## config.mk

```make
export PLATFORM = sky130hd
export DESIGN_NAME = gnpo_dist
export DESIGN_NICKNAME = d
export VERILOG_FILES = /design/src/rtl/core/gnpo_pkg.sv /design/src/rtl/core/gnpo_dist.sv
export SDC_FILE = /design/constraint.sdc
export NUM_CORES = 1
export LEC_CHECK = 0
export BUFFER_PORTS_ARGS = -buffer_cell sky130_fd_sc_hd__buf_4
export CORE_MARGIN = 2
export CORE_UTILIZATION = 55
export CTS_BUF_LIST = sky130_fd_sc_hd__clkbuf_8
export CTS_CLUSTER_DIAMETER = 30
export DETAILED_ROUTE_END_ITERATION = 8
export PLACE_DENSITY = 0.76
export SETUP_SLACK_MARGIN = 0.1
export SYNTH_ARGS = -nofsm -noshare
export SYNTH_HDL_FRONTEND = slang
export SYNTH_SLANG_ARGS = --single-unit
```

## constraint.sdc

```tcl
create_clock -name clk_i -period 8.15 [get_ports clk_i]
set_clock_uncertainty 0.05 [all_clocks]
set_input_delay 1.63 -clock clk_i [delete_from_list [all_inputs] [get_ports clk_i]]
set_output_delay 1.63 -clock clk_i [all_outputs]
set_load 0.02 [all_outputs]
```

## src/rtl/core/gnpo_pkg.sv

```systemverilog
// Package for the greedy nearest-point orderer.
// Holds sizes, codes, payload structs and the control structs shared by the core modules.
// No dependencies.
package gnpo_pkg;

  localparam int unsigned CAPACITY   = 1024;
  localparam int unsigned COORD_BITS = 12;
  localparam int unsigned SLOT_W     = $clog2(CAPACITY);
  localparam int unsigned CNT_W      = $clog2(CAPACITY + 1);
  localparam int unsigned SQ_W       = 2 * COORD_BITS;
  localparam int unsigned DIST_W     = SQ_W + 1;

  typedef logic [COORD_BITS-1:0] coord_t;
  typedef logic [SLOT_W-1:0]     slot_t;
  typedef logic [CNT_W-1:0]      count_t;

  typedef enum logic {
    ACT_INSERT = 1'b0,
    ACT_TAKE   = 1'b1
  } action_e;

  typedef enum logic [1:0] {
    ST_INSERTED = 2'd0,
    ST_FULL     = 2'd1,
    ST_RETURNED = 2'd2,
    ST_EMPTY    = 2'd3
  } status_e;

  typedef struct packed {
    action_e action;
    coord_t  point_x;
    coord_t  point_y;
  } cmd_t;

  typedef struct packed {
    status_e status;
    coord_t  out_x;
    coord_t  out_y;
    count_t  remaining;
    logic    run_done;
  } result_t;

  // One slot of the point memory; taken marks a point already handed out.
  typedef struct packed {
    logic   taken;
    coord_t x;
    coord_t y;
  } entry_t;

  typedef enum logic [1:0] {
    S_IDLE,
    S_SCAN,
    S_DRAIN,
    S_FINISH
  } state_e;

  typedef struct packed {
    logic  clear;     // start of a new scan
    logic  rd_valid;  // memory read data belongs to the scan
    slot_t rd_idx;    // slot of that read data
    logic  nearest;   // 1: nearest to current point, 0: newest slot
  } scan_ctl_t;

  typedef struct packed {
    logic   found;
    slot_t  idx;
    coord_t x;
    coord_t y;
  } best_t;

endpackage

```

## src/rtl/core/gnpo_dist.sv

```systemverilog
// Scan datapath: squared distance pipeline and running best-candidate tracker.
// Depends on gnpo_pkg.
module gnpo_dist (
  input  logic                clk_i,
  input  logic                rst_ni,
  input  gnpo_pkg::scan_ctl_t ctl_i,
  input  gnpo_pkg::entry_t    entry_i,
  input  gnpo_pkg::coord_t    cur_x_i,
  input  gnpo_pkg::coord_t    cur_y_i,
  output logic                pipe_busy_o,
  output gnpo_pkg::best_t     best_o
);
  import gnpo_pkg::*;

  coord_t            dx, dy;
  logic [SQ_W-1:0]   sqx_d, sqy_d;
  logic [SQ_W-1:0]   sqx_q, sqy_q;
  logic              v2_q;
  slot_t             idx2_q;
  coord_t            x2_q, y2_q;
  logic [DIST_W-1:0] dist_sum;
  logic [DIST_W-1:0] best_d_q;
  logic              found_q;
  slot_t             best_idx_q;
  coord_t            best_x_q, best_y_q;
  logic              update;

  // stage 1: absolute differences and squares
  always_comb begin
    dx    = (entry_i.x > cur_x_i) ? entry_i.x - cur_x_i : cur_x_i - entry_i.x;
    dy    = (entry_i.y > cur_y_i) ? entry_i.y - cur_y_i : cur_y_i - entry_i.y;
    sqx_d = SQ_W'(dx) * SQ_W'(dx);
    sqy_d = SQ_W'(dy) * SQ_W'(dy);
  end

  always_ff @(posedge clk_i or negedge rst_ni) begin
    if (!rst_ni) begin
      v2_q <= 1'b0;
    end else begin
      v2_q <= ctl_i.rd_valid && !entry_i.taken;
    end
  end

  always_ff @(posedge clk_i) begin
    sqx_q  <= sqx_d;
    sqy_q  <= sqy_d;
    idx2_q <= ctl_i.rd_idx;
    x2_q   <= entry_i.x;
    y2_q   <= entry_i.y;
  end

  // stage 2: sum and compare; strict less keeps the lowest slot on ties,
  // newest mode lets the last live slot win
  always_comb begin
    dist_sum = DIST_W'(sqx_q) + DIST_W'(sqy_q);
    update   = v2_q && (!ctl_i.nearest || !found_q || (dist_sum < best_d_q));
  end

  always_ff @(posedge clk_i or negedge rst_ni) begin
    if (!rst_ni) begin
      found_q <= 1'b0;
    end else if (ctl_i.clear) begin
      found_q <= 1'b0;
    end else if (update) begin
      found_q <= 1'b1;
    end
  end

  always_ff @(posedge clk_i) begin
    if (update) begin
      best_d_q   <= dist_sum;
      best_idx_q <= idx2_q;
      best_x_q   <= x2_q;
      best_y_q   <= y2_q;
    end
  end

  assign pipe_busy_o  = v2_q;
  assign best_o.found = found_q;
  assign best_o.idx   = best_idx_q;
  assign best_o.x     = best_x_q;
  assign best_o.y     = best_y_q;

endmodule

```

=== Word-level counts from Yosys, hierarchy flattened ===
Cells that the tools add are included.
Widths: inputs -> output; s select.

* Flip-flop bits (word level): 143
* Output and inout port bits: 36
* Word-level logic and storage cells: 33

* $add $sub $neg: 5
* Multiply operators: 2
* Magnitude comparators: 3
* Mux-type cells: 4
* Reduce and logical (&&, ||, !) cells: 8

{| class="wikitable"
|+ Operators by type and width
! operator !! count
|-
| $mul 12x12->24 || 2
|-
| $sub 12x12->12 || 4
|-
| $add 24x24->25 || 1
|-
| $lt 25x25->1 || 1
|-
| $gt 12x12->1 || 2
|-
| $mux 12 || 2
|-
| $logic_not 1->1 || 3
|-
| $logic_and 1x1->1 || 2
|-
| $logic_or 1x1->1 || 2
|-
| $mux 1 || 2
|-
| $reduce_bool 2->1 || 1
|}

=== Longest topological paths before layout ===
Gate-level depths: netlist of the first run.

* Word-level depth: 6
* Gate-level depth with buffers: 34
* Depth with buffers taken out: 33

=== Worst setup path before layout of the first run ===
No wires, ideal clock.

* Path kind: input-to-reg
* Start: in entry_i[0] (netlist bit)
* End: reg sqy_q[22]
* Library setup time: 0.072 ns
* Arrival time: 8.889 ns
* Setup slack: -0.861 ns
* Stages on the path: 30
* Path buffers: 1
* Path through: inv_1 > ha_1 > inv_1 > fa_1 > a211oi_1 > o21bai_1 > a31oi_2 > o31a_2 > buf_6 > mux2i_1 > a2111o_1 > nand3_4 > or2_2 > fa_1 > inv_1 > fa_1 > fa_1 > fa_1 > inv_1 > fa_1 > inv_1 > ha_1 > a21o_1 > a21oi_1 > nor2_1 > or4_1 > o221a_2 > a2111o_1 > a21oi_1 > xnor2_1

* Cells in the longest elaborated chain, start to end: 3
* Elaborated cells on any way between the ends: 5
* Classes of those cells: add/sub (2); mul (1); order compare (1); mux (1)

{| class="wikitable"
|+ Ends and longest elaborated chain
! item !! line !! source
|-
| start: declaration || gnpo_dist.sv:7 || <nowiki>input gnpo_pkg::entry_t entry_i,</nowiki>
|-
| $sub 12x12->12 or $gt 12x12->1 (tied branches) || gnpo_dist.sv:31 || <nowiki>dy = (entry_i.y > cur_y_i) ? entry_i.y - cur_y_i : cur_y_i - entry_i.y;</nowiki>
|-
| $mux 12 (*) || gnpo_dist.sv:31 ||
|-
| $mul 12x12->24 (*) || gnpo_dist.sv:33 || <nowiki>sqy_d = SQ_W'(dy) * SQ_W'(dy);</nowiki>
|-
| named net sqy_d[22] || gnpo_dist.sv:16 || <nowiki>logic [SQ_W-1:0] sqx_d, sqy_d;</nowiki>
|-
| end signal: assignment || gnpo_dist.sv:46 || <nowiki>sqy_q <= sqy_d;</nowiki>
|-
| end: declaration || gnpo_dist.sv:17 || <nowiki>logic [SQ_W-1:0] sqx_q, sqy_q;</nowiki>
|}

Mark *: on every way through the listed nets, which the timed path passes. The rest lies on a longest branch.
A chain may end at the register's enable or synchronous reset.

=== Worst setup path after layout of the first run ===
* Start: in entry_i[0] (netlist bit)
* End: reg sqy_q[18]

The elaborated chain is that of the path after synthesis.

==> results list, run 1 <==
- Mux share of post-synthesis cell area: 0.0145
- The number of clock buffers added by TritonCTS is 17.
- Counting both buffers and inverters, the worst setup path holds a total of 9.
* Via count of the routed design: 12083
* Count of pins over their slew limit: 0
- Startpoint types: input port
- Detailed-routed wire length on met3: 2.53 mm
- Leaving out fill and tap cells, the most frequent cell in the layout is buf_4.
- The run finished, with violations left.
- Among cell families on the critical path, the largest total delay comes from adder cells.
- Data arrival time of the critical path: 8.57 ns
- Yosys printed 0 warnings.
- Number of global-route vias before repair: 12711
- Synthesis-stage register bit count: 141
- In this run the tightest slew margin relative to its limit is 0.412.
* Unrepaired setup endpoints after global routing: true
- Of the cells placed in the final design, the portion with a size suffix greater than 1 is 0.322.
- Once routing completed, OpenROAD measured the worst setup slack at -0.0670 ns.
- Endpoint kind of the worst setup timing path: register
* Detailed Route Iter0 Violations: 795
* Top Layer Used: met4
- The share of the Yosys chip area taken by registers is 0.235.
- Final-layout fill cell count: 1640
- Of the total synthesized cell area, the portion taken by XOR and XNOR cells is 0.0504.
* Combinational family with the most area after synthesis: adder cells
- Max-cap violations: 0
- After the flow finishes, the layout carries non-filler instances totaling 2260.
* IO buf count: 99
- Area of the die: 0.0278 mm2
- Maximum number of pins on one net before global-route repair: 60
- TritonCTS built the clock tree.
* Hold violation count in the final report: 0
- Clock tree synthesis selected as its root buffer the cell clkbuf_8.
* Routed wire per std cell: 16.6 um
- Counting every sink on the clock net gives 141.
* Clock-pin transition on the worst setup and hold timing paths: 0.09 ns
- Summed over all failing endpoints, the final setup total negative slack is -0.193 ns.
- Final RePlAce weighted congestion: 0.913
- Share of the synthesized area in compound gates (AO/OA/AOI/OAI): 0.0992
- Via density: 5.35
- Detail Route Antenna Nets: 0
* Slowest cell on the critical path: fa_1
- The longest clock path from root to sink contains 2 buffers.
- Based on the critical path, the design can be clocked at up to 122 MHz.
- In this run the core area contains 59 standard-cell rows.
- The cell area that synthesis handed to floorplanning was 0.0146 mm2.
- Core outline area: 0.0261 mm2
- 100 I/O pins were placed.
* Number of cells produced by synthesis: 1520
* Tightest Hold Check Type: register to register
- Critical Path Max Stage Delay: 0.52 ns
- Total iterations of the first detailed-routing run: 7
* Total of hold buffers inserted after clock tree synthesis: 0
* Top_reg_cell synth: dfxtp_1
- Yosys mapped a number of flops with a built-in enable equal to 59.
- Ys async rst share: 0.0142
- Area post-placement: 0.0179 mm2
* Final clock period utilization by the worst path: 1.01
- Starting utilization of the core area: 0.560
- Required time of the critical path: 8.50 ns
* Post-detail-place hpwl: 27.4 mm
- Detailed Route WL: 37.6 mm
* Die X: 167 um
- For this run, the post-layout net count is 2345.
* Height of the die: 167 um
- The checks that failed: setup timing.
- Total global routing track utilization: 0.251
- Counting stages on the worst path, the most repeated cell is fa_1.
- The worst path in the final design needs a cycle of 8.22 ns, including I/O delays and setup.
* Simple-gate area share of the yosys netlist: 0.0954
- After detailed routing, the wire length on met1 is 15.1 mm.
- Hold is met by 0.352 ns.
- Distinct cells, synth: 77
* DR DRC count: 0
- A synthesized cell averages 9.60 um2.
* Syn nets: 1953
* Dpl cells: 2189
- After routing the design area is 0.0193 mm2.
- Largest fanout on the critical path: 11
* Grt ovf: 0
- The first global-routing pass estimated 57.5 mm of wire.
- Most frequent cells in the layout: buf_4 (381), inv_1 (338), ha_1 (185)
* Worst-margin pin slew: 0.881 ns
* Met2 wirelength from detailed routing: 18.8 mm
- From synthesis to final layout, the design area changed by 32.3%.
* Clock latency of the later-clocked register in the worst-skew pair: 0.48 ns
* Category of the critical setup timing path: input port to register
- Initial antenna violation count: 0
- Ant diodes: 0
* Number of failing setup endpoints in the final timing report: 4
- CTS H-Tree Depth: 4
- Of the total synthesized cell area, the portion taken by full adders, half adders and majority gates is 0.401.
-- sequential cells by signal, summed over array words and instances (netlist names) --
register and cells:
sqy_q 23, found_q 1, best_x_q 12, pipe_busy_o 1, best_d_q 25, x2_q 12
y2_q 12, best_y_q 12, sqx_q 23, idx2_q 10, best_idx_q 10
-- metal layers --
layer | up-vias | track usage
li1 | 5632 | -
met1 | 5852 | 0.318
met2 | 483 | 0.438
met3 | 116 | 0.0475
met4 | 0 | 0.0731
met5 | - | 0
-- Yosys cell counts, drive strengths merged, types with 25 or more instances --
cell    count  area [um2]
dfxtp      80        1600
a21o       30         225
edfxtp     59        1770
inv       368        1380
xor2       25         226
xnor2      58         508
fa        164        3280
ha        205        2560
nor2      136         510
nand2      59         226
a21oi      68         344
o21ai      35         175
-- area by class of cell --
cell class	instances	area, um2	share of cell area
Clock buffer	17	234	0.0121
Clock inverter	15	181	0.00940
Inverter	369	1420	0.0735
Multi-Input combinational cell	984	10500	0.546
Sequential cell	141	3420	0.177
Tap cell	335	419	0.0217
Timing Repair Buffer	399	3090	0.160
-- per-stage QoR --
step | worst slack, ns | util
2_1_floorplan | -0.329 | -
3_3_place_gp | -0.497 | 0.687
3_5_place_dp | -0.705 | 0.687
4_1_cts | -0.0165 | 0.710
5_1_grt | -0.254 | 0.740
6_report | -0.0670 | 0.740
-- path summary, 6_finish.rpt --
path	startpoint	to	slack [ns]	cells after the start
max reg2reg	sqx_q[3]$_DFF_P_	best_x_q[4]$_DFFE_PP_	2.55	21
max in group asynchronous	rst_ni	found_q$_DFFE_PN0P_	7.09	1
min in group asynchronous	rst_ni	pipe_busy_o$_DFF_PN0_	0.86	1
max	entry_i[0]	sqy_q[18]$_DFF_P_	-0.07	32
min reg2reg	idx2_q[1]$_DFF_P_	best_idx_q[1]$_DFFE_PP_	0.35	0
min	idx2_q[1]$_DFF_P_	best_idx_q[1]$_DFFE_PP_	0.35	0
-- kinds of logic (layout without fill, tap and decap cells) --
family | Yosys count | in the layout
buffers and inverters | 396 | 800
adders and majority gates | 369 | 369
and+or+nand+nor | 296 | 297
AOI/OAI and AO/OA | 215 | 215
DFF | 141 | 141
xor gates and xnor gates | 83 | 83
muxes | 20 | 20
-- timing repair --
action	4_1_cts	5_1_grt
pin swaps	13	92
gates resized for setup	24	135
setup buffers	10	28
cloned	0	1
hold endpoints to repair	0	0
setup endpoints to repair	14	20
Power of run 1 is not shown: default switching activity piles up to over one toggle a cycle in this logic, so the estimate is an artifact.
==> inputs of run 2 (changes only) <==
Settings changed: CORE_UTILIZATION 55 to 28, PLACE_DENSITY 0.76 to not set, PLACE_DENSITY_LB_ADDON set to 0.05.
==> run 2 against run 1 <==
The flow still finishes with violations (setup timing); die area increased by 94%; global-route usage decreased by 11 points; cell count increased by 17%; register-to-register slack got worse by 0.31 ns; utilization decreased by 35 points; setup slack got worse by 0.15 ns; non-clock buffer count increased by 32; first-iteration DRC count decreased by 45%; clock-buffer cell count unchanged; critical path depth increased by 2; fmax decreased by 1.8%; critical endpoint is now sqy_q[22]$_DFF_P_.
==> results list, run 2 (synthesized netlist as in run 1, its figures left out) <==
* TNS Setup: -0.596 ns
- The tool flagged a number of max-cap violations equal to 0.
- Dividing the final minimum period by the clock period gives 1.03.
- Endpoint kind of the worst setup timing path: register
- For the finished layout, the period the worst path requires is 8.37 ns.
* Area of the die: 0.0539 mm2
- IO buf count: 99
* Crit path to: sqy_q[22]$_DFF_P_
* Via density: 4.27
* DR DRC count: 0
- Largest fanout on the critical path: 5
- Height of the die: 232 um
- The largest single stage delay on the critical path is 0.52 ns.
* Final-layout fill cell count: 5274
- Worst slew slack as a fraction of its limit: 0.472
- Run status: finished with violations
- Across all register-to-register paths, the minimum setup slack is 2.24 ns.
- The first detailed-routing pass took 4 iterations.
- The critical path starts at entry_i[0].
- Post-Place Setup Slack: -0.934 ns
* Die X: 232 um
- The longest clock path from root to sink contains 2 buffers.
* Clock-pin transition on the worst setup and hold timing paths: 0.09 ns
- Across every metal layer, demand over resource in global routing totals 0.145.
* Final net count: 2376
- The tree is rooted in a clkbuf_8.
* Maximum number of pins on one net before global-route repair: 46
- Worst-margin pin slew: 0.783 ns
* Number of failing setup endpoints in the final timing report: 5
* Hold violation count in the final report: 0
- The first routing iteration left 436 violations.
- Most frequent cells in the layout: buf_4 (409), inv_1 (338), ha_1 (194)
- Top flop regs: best_d_q: 25 flops, sqx_q: 23 flops, sqy_q: 23 flops
- Reg-to-reg endpoint: best_y_q[4]$_DFFE_PP_
- In this design, the critical path's most frequently occurring cell is fa_1.
* Routed wire per std cell: 13.7 um
- Origin of the critical flop-to-flop path: sqx_q[3]$_DFF_P_
- Data arrival time of the critical path: 8.77 ns
- Compared with the post-synthesis result, the final layout area differs by 35.9%.
- Category of the critical setup timing path: input port to register
- Via count of the routed design: 11255
* Clock tree sinks: 141
- Most frequent standard cell in the layout excluding fill and tap cells: buf_4
* R2R depth: 21
- Of the cells placed in the final design, the portion with a size suffix greater than 1 is 0.326.
- The clock tree synthesis step divided the H-tree into 4 levels.
- The worst setup path is launched from an input port.
* Row count: 83
* Top-Level Pins: 100
* Final RePlAce weighted congestion: 0.814
- Grt ovf: 0
- TritonCTS built the clock tree.
- Required time of the critical path: 8.55 ns
- Once placement completed, the tool counted placed cells totaling 2570.
- The register with the most flip-flops in the layout has 25 of them.
- In this run the remaining antenna-violating nets after routing total 0.
* Tightest Hold Check Type: register to register
- Core outline area: 0.0514 mm2
- Number of global-route vias before repair: 12089
- The count of final max-slew check failures is 0.
- After legalization and detailed placement, the total HPWL measured 30.8 mm.
- The routed design has 36.2 mm of wire.
* Clock latency of the later-clocked register in the worst-skew pair: 0.53 ns
- Slowest cell on the critical path: fa_1
- Post-Layout Cell Count: 2637
* Starting utilization of the core area: 0.284
- Worst-case setup margin in the final layout: -0.220 ns
* First-pass GRT wire length: 61.5 mm
* Maximum operating frequency: 119 MHz
- Register with the most flip-flops: best_d_q
* Initial antenna violation count: 1
* Unrepaired setup endpoints after global routing: true
* Clock buffer count from CTS: 17
* Failing checks: setup timing
-- run 2: cell types whose count changed in the layout (fill, tap and decap cells not counted), moves of 6 or more --
cell	change
ha_1	+9
clkinvlp_4	+6
buf_4	+28
ha_4	-9
nor2_1	+6
nor2_2	-6
-- run 2: critical path, delay by kind of cell --
family	cells	cell delay [ns]
AOI/OAI and AO/OA	11	2.30
xor gates and xnor gates	2	0.28
buffers and inverters	10	0.82
adders and majority gates	8	3.22
and+or+nand+nor	3	0.50
-- run 2: how the worst min path moves through the flow --
| stage | from | endpoint | slack [ns] | depth (start not counted) |
|---|---|---|---|---|
| after floorplan | idx2_q[0]$_DFF_P_ | best_idx_q[0]$_DFFE_PP_ | 0.34 | 0 |
| after global placement | y2_q[11]$_DFF_P_ | best_y_q[11]$_DFFE_PP_ | 0.34 | 0 |
| after detailed placement | idx2_q[0]$_DFF_P_ | best_idx_q[0]$_DFFE_PP_ | 0.34 | 0 |
| after CTS | y2_q[2]$_DFF_P_ | best_y_q[2]$_DFFE_PP_ | 0.35 | 0 |
| after global routing | y2_q[7]$_DFF_P_ | best_y_q[7]$_DFFE_PP_ | 0.37 | 0 |
| final | y2_q[2]$_DFF_P_ | best_y_q[2]$_DFFE_PP_ | 0.35 | 0 |
-- run 2: routing by layer --
metal,share of wire,GRT usage,up-vias
li1,-,-,5697
met1,0.53,0.214,5454
met2,0.44,0.220,85
met3,0.024,0.0225,19
met4,0.012,0.0385,0
met5,0,0,-
-- run 2: timing repair --
action	CTS	global route
hold buffers	0	0
resized for setup	64	73
buffers inserted	15	20
setup endpoints to repair	12	21
pin swaps	47	65
-- run 2: layout make-up --
type	instances	area, um2	share of cell area
multi-input cells	983	10400	0.524
clock buffers	17	234	0.0118
flip-flops and latches	141	3420	0.173
clock inverters	15	133	0.00669
diodes	1	2.50	0.000126
well taps	680	851	0.0429
inverters	369	1420	0.0715
repair buffers	431	3370	0.170
-- run 2: stage by stage --
stage,cell area [um2],hold slack (ns),util
floorplan,14900,0.336,-
detailed placement,18600,0.339,0.363
CTS,19400,0.352,0.377
global placement,18600,0.336,0.363
finish,19800,0.350,0.386
global route,19800,0.369,0.386
Power of run 2 is left out for the same reason.
==> inputs of run 3 (changes only) <==
Settings changed: CORE_ASPECT_RATIO set to 0.5.
Clock period 8.15 ns to 9.4 ns, I/O delays scaled along.
==> run 3 against run 2 <==
The flow now finishes without violations; clock-buffer cell count unchanged; routed wire length down 8.7%; non-clock buffer count fell by 241; hold slack improved by 0.0089 ns; via count decreased by 9.4%; setup slack better by 0.75 ns; sequential share of layout area up 2.6 points; cell count fell by 8.4%; global-route usage decreased by 1.6 points; cell area decreased by 13%.
==> results list, run 3 (synthesized netlist as in run 1, its figures left out) <==
- From synthesis to final layout, the design area changed by 18.0%.
- Counting I/O delays and the setup requirement, the final critical path takes 8.87 ns.
- In the final routed layout, each cell accounts on average for 13.7 um.
- Ant diodes: 0
* Number of failing setup endpoints in the final timing report: 0
* Worst slew slack as a fraction of its limit: 0.575
- R2R depth: 21
- Number of global-route vias before repair: 10968
* Count of pins over their slew limit: 0
- Clock-pin transition on the worst setup and hold timing paths: 0.09 ns
* Total global routing track utilization: 0.129
- Counting along the longest clock path gives a buffer depth of 2.
* Via count of the routed design: 10194
- The initial antenna violation count is 0.
- Critical Path Max Stage Delay: 0.59 ns
- Origin of the critical flop-to-flop path: sqx_q[3]$_DFF_P_
- The critical path in this run is classified as input port to register.
- CTS placed an instance of clkbuf_8 at the clock tree root.
- In the final design database the tool counted 2135 nets.
- Required time of the critical path: 9.76 ns
- Following the worst setup path forward leads to its endpoint at sqy_q[22]$_DFF_P_.
- For this design, the sink count on the clock tree is 141.
- In the final layout, flip-flops and latches occupy 0.00342 mm2.
- Clock latency of the later-clocked register in the worst-skew pair: 0.50 ns
- Starting utilization of the core area: 0.282
- The critical path starts at entry_i[0].
* Final RePlAce weighted congestion: 0.802
- Clock tree from TritonCTS: built
* Largest register FFs: 25
- IO buf count: 99
- Reg2Reg Setup Slack: 4.14 ns
- Final clock period utilization by the worst path: 0.944
- STA classifies the critical path startpoint as an input port.
- After floorplanning, the core was sized to cover 0.0517 mm2.
- Area of the die: 0.0540 mm2
- Clock buffer count from CTS: 17
- Among all stages on the critical path, the largest delay is contributed by fa_1.
* DR DRC count: 0
* Total of hold buffers inserted after clock tree synthesis: 0
- Total iterations of the first detailed-routing run: 4
- Area of the multi-input gates: 0.00967 mm2
- Reg-to-reg endpoint: best_y_q[6]$_DFFE_PP_
- The worst setup path is captured at a register.
* Maximum number of pins on one net before global-route repair: 34
- For the final routed database, the setup TNS stands at 0 ns.
- Maximum operating frequency: 113 MHz
- CTS H-Tree Depth: 4
* Data arrival time of the critical path: 9.23 ns
- Detail Route Antenna Nets: 0
* Max-cap violations: 0
- Row count: 59
* Register with the most flip-flops: best_d_q
* Hold violation count in the final report: 0
- In the layout the commonest cells are inv_1 (369), ha_1 (205), buf_4 (190).
- Detailed Route Iter0 Violations: 425
- After detailed routing, the number of vias per cell comes to 4.22.
- The die is 165 um tall.
- Most frequent standard cell in the layout excluding fill and tap cells: inv_1
- Fraction of layout cells with a size suffix above 1: 0.156
- The run finished with clean final reports.
* First-pass GRT wire length: 55.6 mm
* Post-detail-place hpwl: 27.9 mm
- Largest fanout on the critical path: 5
- Global routing finished with a remaining overflow of 0.
- Detailed Route WL: 33.1 mm
- The largest registers in the layout are best_d_q: 25 flops, sqx_q: 23 flops, sqy_q: 23 flops.
- In this run the worst hold path is classified as register to register.
* Post-CTS setup buffer count: 0
- From left edge to right edge, the die measures 327 um.
* Unrepaired setup endpoints after global routing: false
- The worst hold path passes through 0 cells.
- Worst-margin pin slew: 0.630 ns
* Top-Level Pins: 100
* Final-layout fill cell count: 5370
- By instance count, the cell type seen most on the critical path is fa_1.
run 3: changes by cell type in the layout (fill, tap and decap cells not counted), moves of 11 or more:
| cell | before | now |
|---|---|---|
| buf_4 | 409 | 190 |
| inv_1 | 338 | 369 |
| inv_2 | 27 | 2 |
| nor2_1 | 118 | 136 |
| buf_6 | 16 | 0 |
| a21oi_1 | 53 | 67 |
| nor2_2 | 13 | 0 |
| a21oi_2 | 13 | 1 |
| ha_1 | 194 | 205 |
run 3: layer usage:
metal | wire, um | GRT usage
met5 | 0 | 0
met4 | 377 | 0.0304
met2 | 15100 | 0.215
met1 | 16700 | 0.174
met3 | 911 | 0.0242
run 3: critical path: cells and delay by family:
| kind | cells | cell delay (ns) |
|---|---|---|
| AO/OA/AOI/OAI | 9 | 1.93 |
| XOR/XNOR | 1 | 0.14 |
| adder cells (fa/ha/maj) | 8 | 3.36 |
| buffers and inverters | 6 | 0.38 |
| multiplexers | 2 | 0.62 |
| AND/OR/NAND/NOR | 4 | 0.90 |
run 3: layout make-up:
class	instances	area share
inverters	369	0.0805
flip-flops and latches	141	0.199
well taps	701	0.0510
clock inverters	15	0.0114
multi-input cells	983	0.562
repair buffers	190	0.0829
clock buffers	17	0.0136
run 3: stage by stage:
stage | std cells | cell area [um2] | setup WS [ns] | util | hold slack, ns
floorplan | 1520 | 14600 | 0.139 | - | 0.336
detailed placement | 2384 | 16800 | -0.0163 | 0.324 | 0.339
finish | 2416 | 17200 | 0.528 | 0.333 | 0.359
CTS | 2416 | 17200 | 0.447 | 0.332 | 0.361
global placement | 2384 | 16800 | 0.0753 | 0.324 | 0.335
global route | 2416 | 17200 | 0.106 | 0.333 | 0.367
run 3: timing repair:
item | in CTS | in global routing
resized for setup | 0 | 4
hold endpoints to repair | 0 | 0
endpoints found under the setup margin | 0 | 3
run 3: how the worst min path moves through the flow:
stage	startpoint	to	slack, ns
floorplan	idx2_q[0]$_DFF_P_	best_idx_q[0]$_DFFE_PP_	0.34
global placement	x2_q[2]$_DFF_P_	best_x_q[2]$_DFFE_PP_	0.34
detailed placement	x2_q[4]$_DFF_P_	best_x_q[4]$_DFFE_PP_	0.34
CTS	x2_q[4]$_DFF_P_	best_x_q[4]$_DFFE_PP_	0.36
global route	x2_q[3]$_DFF_P_	best_x_q[3]$_DFFE_PP_	0.37
finish	x2_q[4]$_DFF_P_	best_x_q[4]$_DFFE_PP_	0.36
Power of run 3 is left out for the same reason.
